--- config.mk ---
export PLATFORM = sky130hd
export DESIGN_NAME = telemetry_value_stuffing_framer_flat
export DESIGN_NICKNAME = d
export VERILOG_FILES = /design/src/design/tvsf_pkg.sv /design/src/design/tvsf_in_if.sv /design/src/design/tvsf_out_if.sv /design/src/design/tvsf_front.sv /design/src/design/tvsf_queue.sv /design/src/design/tvsf_back.sv /design/src/design/telemetry_value_stuffing_framer.sv /design/src/flat_wrapper.sv
export SDC_FILE = /design/constraint.sdc
export NUM_CORES = 1
export LEC_CHECK = 0
export BUFFER_PORTS_ARGS = -buffer_cell sky130_fd_sc_hd__buf_4
export CAP_MARGIN = 20
export CORE_UTILIZATION = 30
export CTS_BUF_LIST = sky130_fd_sc_hd__clkbuf_16
export DETAILED_ROUTE_END_ITERATION = 12
export PLACE_DENSITY = 0.44
export SYNTH_ARGS = -nofsm -noshare
export SYNTH_HDL_FRONTEND = slang
export SYNTH_SLANG_ARGS = --single-unit
--- constraint.sdc ---
create_clock -name clk -period 5.3 [get_ports clk]
set_input_delay 1.06 -clock clk [delete_from_list [all_inputs] [get_ports clk]]
set_output_delay 1.06 -clock clk [all_outputs]
set_load 0.01 [all_outputs]
--- src/design/tvsf_pkg.sv ---
package tvsf_pkg;

	localparam logic [7:0] HDR_BYTE = 8'h5E;
	localparam logic [7:0] ESC_BYTE = 8'h5D;
	localparam logic [7:0] ESC_FLIP = 8'h60;

	localparam logic ACT_VALUE = 1'b0;
	localparam logic ACT_STOP  = 1'b1;

	typedef struct packed {
		logic       is_stop;
		logic [7:0] id;
		logic       lo_esc;
		logic [7:0] lo_tx;
		logic       hi_esc;
		logic [7:0] hi_tx;
	} desc_t;

	typedef enum logic [2:0] {
		ST_HDR,
		ST_ID,
		ST_LO_ESC,
		ST_LO,
		ST_HI_ESC,
		ST_HI
	} step_t;

endpackage

--- src/design/tvsf_in_if.sv ---
interface tvsf_in_if;
	logic        valid;
	logic        ready;
	logic        action;
	logic [7:0]  value_id;
	logic [15:0] data_word;

	modport source (output valid, output action, output value_id, output data_word,
		input ready);
	modport sink (input valid, input action, input value_id, input data_word,
		output ready);
endinterface

--- src/design/tvsf_out_if.sv ---
interface tvsf_out_if;
	logic       valid;
	logic       ready;
	logic [7:0] out_byte;
	logic       last_of_item;
	logic       frame_end;

	modport source (output valid, output out_byte, output last_of_item, output frame_end,
		input ready);
	modport sink (input valid, input out_byte, input last_of_item, input frame_end,
		output ready);
endinterface

--- src/design/tvsf_front.sv ---
module tvsf_front
	import tvsf_pkg::*;
(
	tvsf_in_if.sink item,
	input  logic    full,
	output logic    push,
	output desc_t   desc
);

	logic [7:0] lo;
	logic [7:0] hi;

	assign lo = item.data_word[7:0];
	assign hi = item.data_word[15:8];

	assign item.ready = !full;
	assign push       = item.valid && !full;

	always_comb begin
		desc.is_stop = (item.action == ACT_STOP);
		desc.id      = item.value_id;
		desc.lo_esc  = (lo == HDR_BYTE) || (lo == ESC_BYTE);
		desc.hi_esc  = (hi == HDR_BYTE) || (hi == ESC_BYTE);
		desc.lo_tx   = desc.lo_esc ? (lo ^ ESC_FLIP) : lo;
		desc.hi_tx   = desc.hi_esc ? (hi ^ ESC_FLIP) : hi;
	end

endmodule

--- src/design/tvsf_queue.sv ---
module tvsf_queue
	import tvsf_pkg::*;
#(
	parameter int QDEPTH = 4
) (
	input  logic  clk,
	input  logic  arst_n,
	input  logic  push,
	input  desc_t wdata,
	output logic  full,
	input  logic  pop,
	output logic  nonempty,
	output desc_t head
);

	localparam int PW = (QDEPTH > 1) ? $clog2(QDEPTH) : 1;
	localparam int CW = $clog2(QDEPTH + 1);
	localparam logic [PW-1:0] LAST_IDX = PW'(QDEPTH - 1);
	localparam logic [CW-1:0] FULL_CNT = CW'(QDEPTH);

	desc_t         mem_q [QDEPTH];
	logic [PW-1:0] wptr_q;
	logic [PW-1:0] rptr_q;
	logic [CW-1:0] cnt_q;
	logic          do_pop;

	assign full     = (cnt_q == FULL_CNT);
	assign nonempty = (cnt_q != '0);
	assign head     = mem_q[rptr_q];
	assign do_pop   = pop && nonempty;

	always_ff @(posedge clk) begin
		if (push) begin
			mem_q[wptr_q] <= wdata;
		end
	end

	always_ff @(posedge clk or negedge arst_n) begin
		if (!arst_n) begin
			wptr_q <= '0;
			rptr_q <= '0;
			cnt_q  <= '0;
		end else begin
			if (push) begin
				wptr_q <= (wptr_q == LAST_IDX) ? '0 : wptr_q + 1'b1;
			end
			if (do_pop) begin
				rptr_q <= (rptr_q == LAST_IDX) ? '0 : rptr_q + 1'b1;
			end
			if (push && !do_pop) begin
				cnt_q <= cnt_q + 1'b1;
			end else if (!push && do_pop) begin
				cnt_q <= cnt_q - 1'b1;
			end
		end
	end

endmodule

--- src/design/tvsf_back.sv ---
module tvsf_back
	import tvsf_pkg::*;
(
	input  logic     clk,
	input  logic     arst_n,
	input  logic     nonempty,
	input  desc_t    head,
	output logic     pop,
	tvsf_out_if.source stream
);

	step_t      state_q;
	step_t      state_d;
	logic       adv;
	logic [7:0] byte_d;
	logic       last_d;
	logic       fe_d;

	logic       vld_q;
	logic [7:0] byte_q;
	logic       last_q;
	logic       fe_q;

	assign adv = nonempty && (!vld_q || stream.ready);
	assign pop = adv && last_d;

	always_comb begin
		state_d = state_q;
		byte_d  = HDR_BYTE;
		last_d  = 1'b0;
		fe_d    = 1'b0;
		unique case (state_q)
			ST_HDR: begin
				byte_d  = HDR_BYTE;
				last_d  = head.is_stop;
				fe_d    = head.is_stop;
				state_d = head.is_stop ? ST_HDR : ST_ID;
			end
			ST_ID: begin
				byte_d  = head.id;
				state_d = head.lo_esc ? ST_LO_ESC : ST_LO;
			end
			ST_LO_ESC: begin
				byte_d  = ESC_BYTE;
				state_d = ST_LO;
			end
			ST_LO: begin
				byte_d  = head.lo_tx;
				state_d = head.hi_esc ? ST_HI_ESC : ST_HI;
			end
			ST_HI_ESC: begin
				byte_d  = ESC_BYTE;
				state_d = ST_HI;
			end
			ST_HI: begin
				byte_d  = head.hi_tx;
				last_d  = 1'b1;
				state_d = ST_HDR;
			end
			default: begin
				state_d = ST_HDR;
			end
		endcase
	end

	always_ff @(posedge clk or negedge arst_n) begin
		if (!arst_n) begin
			state_q <= ST_HDR;
			vld_q   <= 1'b0;
		end else begin
			if (adv) begin
				state_q <= state_d;
				vld_q   <= 1'b1;
			end else if (stream.ready) begin
				vld_q   <= 1'b0;
			end
		end
	end

	always_ff @(posedge clk) begin
		if (adv) begin
			byte_q <= byte_d;
			last_q <= last_d;
			fe_q   <= fe_d;
		end
	end

	assign stream.valid        = vld_q;
	assign stream.out_byte     = byte_q;
	assign stream.last_of_item = last_q;
	assign stream.frame_end    = fe_q;

	a_fe_is_stop: assert property (@(posedge clk) disable iff (!arst_n)
		vld_q && fe_q |-> last_q && (byte_q == HDR_BYTE))
		else $error("frame end byte malformed");

	a_item_held: assert property (@(posedge clk) disable iff (!arst_n)
		state_q != ST_HDR |-> nonempty)
		else $error("item in progress left the queue");

	a_esc_step: assert property (@(posedge clk) disable iff (!arst_n)
		(state_q == ST_LO_ESC) |-> head.lo_esc && !head.is_stop)
		else $error("escape step without escaped low byte");

	a_esc_emit: assert property (@(posedge clk) disable iff (!arst_n)
		adv && ((state_q == ST_LO_ESC) || (state_q == ST_HI_ESC)) |=>
		vld_q && (byte_q == ESC_BYTE) && !last_q)
		else $error("escape byte not emitted");

endmodule

--- src/design/telemetry_value_stuffing_framer.sv ---
// Telemetry byte-stuffing framer. Each accepted item becomes one to six stream
// bytes: a value record gives header 0x5E, the id, then low and high data bytes,
// each data byte equal to 0x5E or 0x5D sent as 0x5D and the byte XOR 0x60; a
// stop item gives a single 0x5E flagged frame_end. The stream side emits one
// byte per cycle while ready is held high, and that byte sequencer sets the
// sustained rate. Items are classified on entry and held in a QDEPTH-entry
// queue, so input transfers continue, until the queue is full, while earlier
// bytes are still draining or stalled. No state is kept between items.
module telemetry_value_stuffing_framer
	import tvsf_pkg::*;
#(
	parameter int QDEPTH = 4
) (
	input  logic       clk,
	input  logic       arst_n,
	tvsf_in_if.sink    item,
	tvsf_out_if.source stream
);

	desc_t desc;
	desc_t head;
	logic  push;
	logic  full;
	logic  pop;
	logic  nonempty;

	tvsf_front u_front (
		.item (item),
		.full (full),
		.push (push),
		.desc (desc)
	);

	tvsf_queue #(
		.QDEPTH (QDEPTH)
	) u_queue (
		.clk      (clk),
		.arst_n   (arst_n),
		.push     (push),
		.wdata    (desc),
		.full     (full),
		.pop      (pop),
		.nonempty (nonempty),
		.head     (head)
	);

	tvsf_back u_back (
		.clk      (clk),
		.arst_n   (arst_n),
		.nonempty (nonempty),
		.head     (head),
		.pop      (pop),
		.stream   (stream)
	);

endmodule

--- src/flat_wrapper.sv ---
// flat-port wrapper written by rule: the top's interface ports become plain ports
module telemetry_value_stuffing_framer_flat import tvsf_pkg::*;
#(
	parameter int QDEPTH = 4
)
  (clk, arst_n, item_valid, item_action, item_value_id, item_data_word, item_ready, stream_valid, stream_out_byte, stream_last_of_item, stream_frame_end, stream_ready);
  tvsf_in_if item_i ();
  tvsf_out_if stream_i ();
  input  logic clk;
  input  logic arst_n;
  input wire logic [$bits(item_i.valid)-1:0] item_valid;
  input wire logic [$bits(item_i.action)-1:0] item_action;
  input wire logic [$bits(item_i.value_id)-1:0] item_value_id;
  input wire logic [$bits(item_i.data_word)-1:0] item_data_word;
  output wire logic [$bits(item_i.ready)-1:0] item_ready;
  output wire logic [$bits(stream_i.valid)-1:0] stream_valid;
  output wire logic [$bits(stream_i.out_byte)-1:0] stream_out_byte;
  output wire logic [$bits(stream_i.last_of_item)-1:0] stream_last_of_item;
  output wire logic [$bits(stream_i.frame_end)-1:0] stream_frame_end;
  input wire logic [$bits(stream_i.ready)-1:0] stream_ready;
  assign item_i.valid = item_valid;
  assign item_i.action = item_action;
  assign item_i.value_id = item_value_id;
  assign item_i.data_word = item_data_word;
  assign item_ready = item_i.ready;
  assign stream_valid = stream_i.valid;
  assign stream_out_byte = stream_i.out_byte;
  assign stream_last_of_item = stream_i.last_of_item;
  assign stream_frame_end = stream_i.frame_end;
  assign stream_i.ready = stream_ready;
  telemetry_value_stuffing_framer #(.QDEPTH(QDEPTH)) u_core (.clk(clk), .arst_n(arst_n), .item(item_i), .stream(stream_i));
endmodule
---- Word-level counts from Yosys, hierarchy flattened ----
Memories as Yosys holds them, arrays and structs flattened.
Index checks and enable logic that the tools add are counted.
storage, ports and cells
  output and inout bits ................... 12
  word-level logic and storage cells ...... 61
  bits of input ports ..................... 29
  memory bits (writable) .................. 108
  flip-flop bits (word level) ............. 21
  memories kept ........................... 1
operators by class
  equality and inequality tests ........... 12
  multiplexer cells ....................... 16
  $add $sub $neg .......................... 4
  reduce and logical (&&, ||, !) cells .... 18
  bitwise operators ....................... 2
memories
  memory                words  width  read ports  clocked after Yosys merged registers in  wr ports  RTL line          RTL
  u_core.u_queue.mem_q  4      27     1           0                                        1         tvsf_queue.sv:21  desc_t mem_q [QDEPTH];
operator list
  cell                                                                number
  8-bit by 7-bit == test with 1-bit output, second input constant     4
  8-bit one-hot mux with 4 select lines                               1
  3-bit one-hot mux with 5 select lines                               1
  7-bit two-way mux                                                   2
  3-bit == test, second input constant                                3
  1-bit two-way mux                                                   7
  3-bit by 2-bit == test with 1-bit output, second input constant     2
  1-bit logical AND                                                   6
  3-bit two-way mux                                                   2
  2-bit by 1-bit adder with 2-bit output, second input constant       2
  2-bit == test, second input constant                                2
  1-bit logical NOT                                                   4
  2-bit two-way mux                                                   2
  2-bit NOT                                                           2
  2-bit nonzero test                                                  2
  3-bit by 1-bit adder with 3-bit output, second input constant       1
  3-bit by 1-bit == test with 1-bit output, second input constant     1
  3-bit logical NOT                                                   1
  1-bit logical OR                                                    3
  3-bit nonzero test                                                  1
  3-bit by 1-bit subtractor with 3-bit output, second input constant  1
  1-bit one-hot mux with 2 select lines                               1
  2-bit OR reduction                                                  1

---- Logic depth before layout (Yosys ltp) ----
Gate-level depths: netlist (run 1).
  word-level depth ........................ 8
  mapped depth ............................ 11
  depth with buffers taken out ............ 10

---- Hierarchy ----
A second synthesis (run 1) with hierarchy kept.
second synthesis, totals
  cells, all modules ...................... 287
  area, all modules ....................... 5401.4 µm²
by module, submodules not included
  module      area each (µm²)  instances  cells each  seq. area each (µm²)
  tvsf_queue  4329.2           1          178         3418.3
  tvsf_back   792.0            1          72          400.4
  tvsf_front  280.3            1          37          0.0

---- Least setup slack after synthesis (run 1) ----
Ideal clock, no wire load.
  kind .................................... input port to flip-flop
  start ................................... in stream_ready
  end ..................................... reg u_core.u_queue.cnt_q[1]
  setup slack ............................. 2.679 ns
  data required time ...................... 5.175 ns
  arrival time ............................ 2.497 ns
  setup time .............................. 0.125 ns
  path buffers ............................ 0
  stages on the path ...................... 8
  cell sequence ........................... inv_1 a21o_1 a21oi_1 inv_1 ha_1 inv_1 fa_1 mux2_2
between the ends
  longest elaborated chain between the ends .. 7
  elaborated cells between the ends (all ways) .. 9
  those cells by class .................... mux (1); reduce/logical (8)
RTL lines
  item                                                     RTL line            RTL
  start: declaration                                       flat_wrapper.sv:20  input wire logic [$bits(stream_i.ready)-1:0] stream_ready;
  1-bit logical OR *                                       tvsf_back.sv:24     assign adv = nonempty && (!vld_q || stream.ready);
  1-bit logical AND *                                      tvsf_back.sv:24
  1-bit logical AND *                                      tvsf_back.sv:25     assign pop = adv && last_d;
  1-bit logical AND *                                      tvsf_queue.sv:30    assign do_pop = pop && nonempty;
  1-bit logical NOT                                        tvsf_queue.sv:50    if (push && !do_pop) begin
  1-bit logical AND                                        tvsf_queue.sv:50
  3-bit two-way mux or 2-bit nonzero test (tied branches)  -
  end signal: assignment                                   tvsf_queue.sv:51    cnt_q <= cnt_q + 1'b1;
  end signal: assignment                                   tvsf_queue.sv:53    cnt_q <= cnt_q - 1'b1;
  end: declaration                                         tvsf_queue.sv:24    logic [CW-1:0] cnt_q;
Every way passes the cells marked *; elsewhere a longest branch is shown, timed or not.
A chain may end at the register's enable or synchronous reset.

---- Worst setup path in the final report (run 1) ----
  start ................................... reg u_core.u_back.state_q[0]
  end ..................................... reg u_core.u_queue.cnt_q[1]
between the ends
  longest elaborated chain between the ends .. 7
  elaborated cells between the ends (all ways) .. 10
  those cells by class .................... eq/ne (1); mux (2); reduce/logical (7)
RTL lines
  item                                                     RTL line          RTL
  start: declaration                                       tvsf_back.sv:12   step_t state_q;
  start signal: assignment                                 tvsf_back.sv:72   state_q <= state_d;
  3-bit == test or 3-bit logical NOT (tied branches)       tvsf_back.sv:32   unique case (state_q)
  1-bit one-hot mux with 2 select lines *                  tvsf_back.sv:32
  1-bit logical AND *                                      tvsf_back.sv:25
  1-bit logical AND *                                      tvsf_queue.sv:30
  1-bit logical NOT                                        tvsf_queue.sv:50
  1-bit logical AND                                        tvsf_queue.sv:50
  3-bit two-way mux or 2-bit nonzero test (tied branches)  -
Marked as above.

==> results.cfg, run 1 <==
[yosys]
postSynthNetCount = 305
synth_seq_area_share_pct = 73.9
synthesis.instances = 269
flip_flop_cell_with_the_highest_count_after_synthesis = sky130_fd_sc_hd__edfxtp_1
yosys_warnings = 0
post_synth_num_cell_types = 40
synth.ff_latch_count = 129
synth-edff-count = 118
async_reset_ff_share_pct = 8.53
synthesis.area_mm2 = 0.00517
syn_avg_cell_area_um2 = 19.2

[cts]
cts_tree = done
clkSinkCount = 129
post_cts_resized = 0
cts_root_buffer = sky130_fd_sc_hd__clkbuf_16
cts_h_tree_depth = 4
insertion_delay_ns = 0.41
cts.path.max_buffers = 2
cts_clock_pin_slew_for_the_worst_setup_and_hold_paths_ns = 0.06
ctsHoldBuffers = 0
numCtsBuffers = 17
postCtsSetupRepairBufs = 0

[worst_setup_path]
startpoint_kind_of_the_worst_setup_timing_path = flop
crit_chain = nor2b_1 > nand2_1 > a21oi_1 > inv_1 > ha_1 > inv_1 > fa_1 > mux2_2
timing.critical_path.slowest_stage_cell = sky130_fd_sc_hd__nor2b_1
end_kind = flop
worst_r2r_path_depth = 8
cp.buffers_inverters = 2
critical_path.reg2reg.endpoint = u_core.u_queue.cnt_q[1]
critPathKind = reg -> reg
critical-path-max-stage-delay_ns = 0.65
reg2reg_setup_slack_ns = 2.53
r2r_start = u_core.u_back.state_q[0]
cpLargestDelayFamily = simple AND/OR/NAND/NOR gates
critPathRequiredTime_ns = 5.60
cp_max_fo = 11
most_common_cell_on_crit_path = sky130_fd_sc_hd__inv_1
worstPathArrival_ns = 3.07

[sta]
finalHoldViolations = 0
hold_ws_ns = 0.479
final-max-slew-violation-count = 0
max-slew-margin-rel_pct = 38.9
maxClockFrequency_ghz = 0.361
post-route-period-util_pct = 52.3
worst-slew-pin-transition_ns = 0.917
rsz0062_at_grt = no
final.setup_skew_ns = 0.00479
final_critical_path_setup_slack_ns = 2.53
min_period_ns = 2.77
setup_viol = 0
tns_ns = 0

[final_layout]
postLayoutCoreUtil_pct = 37.8
flow.area_growth_from_synthesis_pct = 22.1
final_cells = 554
filler_cell_count = 1582
fraction_of_layout_cells_with_a_size_suffix_above_1_pct = 30.8
design_area_mm2 = 0.00631
nets = 358
n_antenna_cell = 0

[detailed_routing]
met2WireLength_um = 4890
wl_met1_um = 4770
drc_errors = 0
drt_pass1_iterations = 7
count_of_nets_left_with_antenna_violations_after_detail_routing = 0
highest-signal-layer = met4
wl_per_cell_um = 18.4
route.detailed.vias_per_inst = 4.58
drtIter0Drc = 112
routed-wl-met3_um = 403
via_total_after_detailed_routing = 2536
wirelength_um = 10200

[placed_design]
place.detailed.hpwl_um = 5980
dp_cells = 523
pre_cts_ws_ns = 2.46
finalWeightedCongestion = 0.668
place_area_mm2 = 0.00572
port-buffer-count = 40

[grt]
grt_util_all_layers_pct = 12.7
first_global_vias = 2711
grt_overflow = 0
grt_start_max_net_pins = 36
grt_antenna_before_repair = 0
wire_length_of_the_first_global_routing_pass_um = 16000

[die]
coreArea_mm2 = 0.0167
io_pins = 41
die_h_um = 133
die_width_um = 133
floorplan.initialDensity_pct = 30.9
fp.dieArea_mm2 = 0.0178
rows = 47

[power_and_ir_drop]
pwr-share-seq_pct = 41.6
p_sw_share_pct = 28.9
fin_total_pwr_mw = 3.62
power.combinational.fraction_pct = 26.3
power.ir.vdd_worst_mv = 0.258
pwr_density_cell_mw_per_mm2 = 574
power_report.internal_total_mw = 2.57
leakage_component_of_the_power_nw = 2.22
proportion_of_power_drawn_by_the_clock_network_pct = 32.1
net-switching-power_mw = 1.05

[flow_run]
max_capacitance_violation_count = 0

[outcome]
status = complete, no violations

[hold_path]
hold_path.class = in -> async
layer usage:
metal	vias to the layer above	track usage, %
met5	-	0
met4	0	4.73
met3	10	4.15
met2	50	19.8
met1	1289	16.3
li1	1187	-
Yosys cell counts, types with 4 or more instances:
cell	n	area share, %
sky130_fd_sc_hd__edfxtp_1	118	69
sky130_fd_sc_hd__mux4_2	17	7.4
sky130_fd_sc_hd__nor2_1	12	0.87
sky130_fd_sc_hd__dfrtp_1	11	5.3
sky130_fd_sc_hd__mux2i_1	10	1.9
sky130_fd_sc_hd__inv_1	8	0.58
sky130_fd_sc_hd__nand2_1	8	0.58
sky130_fd_sc_hd__nor2b_1	7	0.85
sky130_fd_sc_hd__ha_1	6	1.5
sky130_fd_sc_hd__mux2_2	6	1.3
sky130_fd_sc_hd__mux4_1	6	3.1
sky130_fd_sc_hd__a21oi_1	5	0.48
sky130_fd_sc_hd__a22o_1	5	0.85
sky130_fd_sc_hd__buf_2	5	0.48
sky130_fd_sc_hd__a211oi_1	4	0.58
sky130_fd_sc_hd__and3_1	4	0.48
flip-flops by register name, summed over array words and instances, names as in the netlist:
signal,flops
u_core.u_queue.mem_q,108
u_core.u_queue.cnt_q,3
u_core.u_back.state_q,3
u_core.u_queue.wptr_q,2
u_core.u_back.stream.out_byte,8
u_core.u_back.stream.frame_end,1
u_core.u_back.stream.last_of_item,1
u_core.u_queue.rptr_q,2
u_core.u_back.stream.valid,1
layout by cell type, fill, tap and decap left out, drive strengths merged, types with 4 or more instances in the layout:
cell,instances
mux2i,10
a211oi,4
ha,6
nand2,8
nor2,12
inv,10
o21ai,4
buf,46
a22o,5
dfrtp,11
mux4,23
edfxtp,118
clkinv,7
clkbuf,17
and3,4
a21oi,5
mux2,6
nor2b,7
logic make-up (layout without fill, tap and decap cells):
kind of cell	after synthesis	in the layout	share of synthesized area [%]
compound gates	26	26	3.56
xor+xnor	5	5	0.848
fa+ha+maj	7	7	1.84
buf+inv	20	85	1.89
flops	129	129	73.9
mux	39	39	13.7
simple gates	43	43	4.26
power groups by stage:
stage	logic (mW)	clock network [mW]	registers, mW
after detailed placement	0.988	0	1.53
after global placement	0.988	0	1.53
after global routing	1.06	1.24	1.53
after CTS	0.989	1.19	1.51
final	0.952	1.16	1.51
after floorplan	0.683	0	1.50
cell type report:
cell class	instances	area, µm²	share of cell area (%)
inverter	8	30.0	0.476
tap	220	275	4.36
clock inverter	14	164	2.60
sequential	129	3820	60.5
timing repair buffer	46	345	5.47
multi-input combinational	120	1250	19.8
clock buffer	17	425	6.74
worst max path at each step:
stage	start	endpoint	slack [ns]	depth (start not counted)
2_1_floorplan	stream_ready	u_core.u_queue.cnt_q[1]	2.68	8
3_3_place_gp	stream_ready	u_core.u_queue.cnt_q[1]	2.50	9
3_5_place_dp	stream_ready	u_core.u_queue.cnt_q[1]	2.46	9
4_1_cts	u_core.u_back.state_q[0]	u_core.u_queue.cnt_q[1]	2.52	8
5_1_grt	u_core.u_back.state_q[0]	u_core.u_queue.cnt_q[1]	2.37	8
6_report	u_core.u_back.state_q[0]	u_core.u_queue.cnt_q[1]	2.53	8
No activity file was read; power rests on OpenSTA's default activity.
==> run 2: changes to the inputs <==
Settings changed: PLACE_DENSITY 0.44 to 0.45.
Clock period 5.3 ns to 2.5 ns, I/O delays scaled along.
==> run 2 against run 1 <==
Net effect: sequential share of layout area decreased by 0.47 points; non-clock buffer count grew 8; sequential cell count unchanged; die area stayed put; critical path depth grew 2; sequential power up 110%; clock power rose by 110%; first-iteration DRC count is 42% higher; setup slack got worse by 2.3 ns; critical path type unchanged; largest cell class unchanged.
==> results.cfg, run 2 (synthesis gave the netlist of run 1 again) <==
[power_and_ir_drop]
fin_total_pwr_mw = 7.69
pwr_density_cell_mw_per_mm2 = 1210
leakage_component_of_the_power_nw = 2.26
power.ir.vdd_worst_mv = 0.539

[sta]
final.setup_skew_ns = 0.00648
post-route-period-util_pct = 91.6
maxClockFrequency_ghz = 0.437
setup_viol = 0
final_critical_path_setup_slack_ns = 0.210
max-slew-margin-rel_pct = 64.0
rsz0062_at_grt = no
finalHoldViolations = 0
tns_ns = 0
worst-slew-pin-transition_ns = 0.539
final-max-slew-violation-count = 0
min_period_ns = 2.29

[cts]
cts_clock_pin_slew_for_the_worst_setup_and_hold_paths_ns = 0.06
clkSinkCount = 129
cts_h_tree_depth = 4
cts.path.max_buffers = 2
cts_tree = done
cts_root_buffer = sky130_fd_sc_hd__clkbuf_16
numCtsBuffers = 17
insertion_delay_ns = 0.41

[final_layout]
mostFrequentLayoutCell = sky130_fd_sc_hd__edfxtp_1
fraction_of_layout_cells_with_a_size_suffix_above_1_pct = 30.7
n_antenna_cell = 0
flow.area_growth_from_synthesis_pct = 23.1
layout_common_cells = 118 x sky130_fd_sc_hd__edfxtp_1, 53 x sky130_fd_sc_hd__buf_4, 17 x sky130_fd_sc_hd__mux4_2, 17 x sky130_fd_sc_hd__clkbuf_16, 12 x sky130_fd_sc_hd__nor2_1
area.sequential_mm2 = 0.00382
largest_register_ff_count = 108
area_occupied_by_multi_input_gates_mm2 = 0.00125
filler_cell_count = 1597
nets = 366
largest_register = u_core.u_queue.mem_q
postLayoutCoreUtil_pct = 38.1

[worst_setup_path]
critPathKind = reg -> reg
critPathRequiredTime_ns = 2.83
worst_r2r_path_depth = 10
reg2reg_setup_slack_ns = 0.21
timing.critical_path.slowest_stage_cell = sky130_fd_sc_hd__mux4_1
r2r_start = u_core.u_queue.rptr_q[0]
crit_chain = mux4_1 > nand2_1 > a21oi_1 > inv_1 > ha_1 > inv_1 > fa_1 > xor2_1 > nor2_1 > xor2_1
cp_max_fo = 3
worstPathArrival_ns = 2.62
cpLargestDelayFamily = multiplexers
critical-path-max-stage-delay_ns = 0.56
cp.buffers_inverters = 2
startpoint_kind_of_the_worst_setup_timing_path = flop
critical_path.reg2reg.endpoint = u_core.u_queue.cnt_q[2]
timing.critical_path.depth = 10
crit_end = u_core.u_queue.cnt_q[2]
end_kind = flop
startpoint_of_the_most_critical_setup_path = u_core.u_queue.rptr_q[0]

[die]
die_width_um = 133
io_pins = 41
coreArea_mm2 = 0.0167
fp.dieArea_mm2 = 0.0178
die_h_um = 133
floorplan.initialDensity_pct = 30.9
rows = 47

[detailed_routing]
count_of_nets_left_with_antenna_violations_after_detail_routing = 0
route.detailed.vias_per_inst = 4.57
drtIter0Drc = 159
drc_errors = 0
drt_pass1_iterations = 4
wl_per_cell_um = 18.5
via_total_after_detailed_routing = 2571
wirelength_um = 10400

[grt]
grt_start_max_net_pins = 35
grt_antenna_before_repair = 0
wire_length_of_the_first_global_routing_pass_um = 16100
grt_overflow = 0
first_global_vias = 2723
grt_util_all_layers_pct = 12.8

[placed_design]
port-buffer-count = 40
place.detailed.hpwl_um = 6150
finalWeightedCongestion = 0.701
pre_cts_ws_ns = 0.206

[outcome]
status = complete, no violations

[hold_path]
hold_path.class = in -> reg

[flow_run]
max_capacitance_violation_count = 0
==> run 2: through the flow <==
| step | hold WS, ns | instances | area, µm² |
|---|---|---|---|
| 2_1_floorplan | 0.204 | 269 | 5170 |
| 3_3_place_gp | 0.351 | 530 | 5770 |
| 3_5_place_dp | 0.353 | 530 | 5770 |
| 4_1_cts | 0.268 | 562 | 6360 |
| 5_1_grt | 0.271 | 562 | 6360 |
| 6_report | 0.288 | 562 | 6360 |
==> run 2: repair_timing <==
item                                   in CTS  in global routing
endpoints found under the hold margin      11                  0
resized for setup                           0                  0
buffers inserted                            0                  0
hold buffers                                1                  0
==> run 2: where the power goes <==
group          internal [mW]  total (mW)  leakage (nW)  switching [mW]
clock                   1.54        2.40         0.280           0.859
combinational          0.984        2.14         0.760            1.16
sequential              2.96        3.15          1.22           0.192
==> run 2: final cells by class <==
type	count	share of cell area, %
Clock buffer	17	6.69
Inverter	8	0.472
Clock inverter	14	2.36
Tap cell	220	4.33
Timing Repair Buffer	54	6.41
Multi-Input combinational cell	120	19.7
Sequential cell	129	60.1
==> run 2: how the worst min path moves through the flow <==
stage                startpoint                           to  slack, ns  cells past startpoint
2_1_floorplan            arst_n     u_core.u_back.state_q[0]       0.20                      0
3_3_place_gp             arst_n     u_core.u_back.state_q[1]       0.35                      1
3_5_place_dp             arst_n     u_core.u_back.state_q[2]       0.35                      1
4_1_cts        item_value_id[0]  u_core.u_queue.mem_q[2][18]       0.27                      1
5_1_grt        item_value_id[6]  u_core.u_queue.mem_q[3][24]       0.27                      1
6_report       item_value_id[0]  u_core.u_queue.mem_q[2][18]       0.29                      1
==> run 2: layer usage <==
metal / part of all wire [%] / vias up / GRT usage (%)
met5: 0 / - / 0
met1: 49 / 1302 / 17.3
met3: 3.9 / 8 / 4.07
met4: 0.97 / 0 / 4.55
li1: - / 1205 / -
met2: 46 / 56 / 19.4
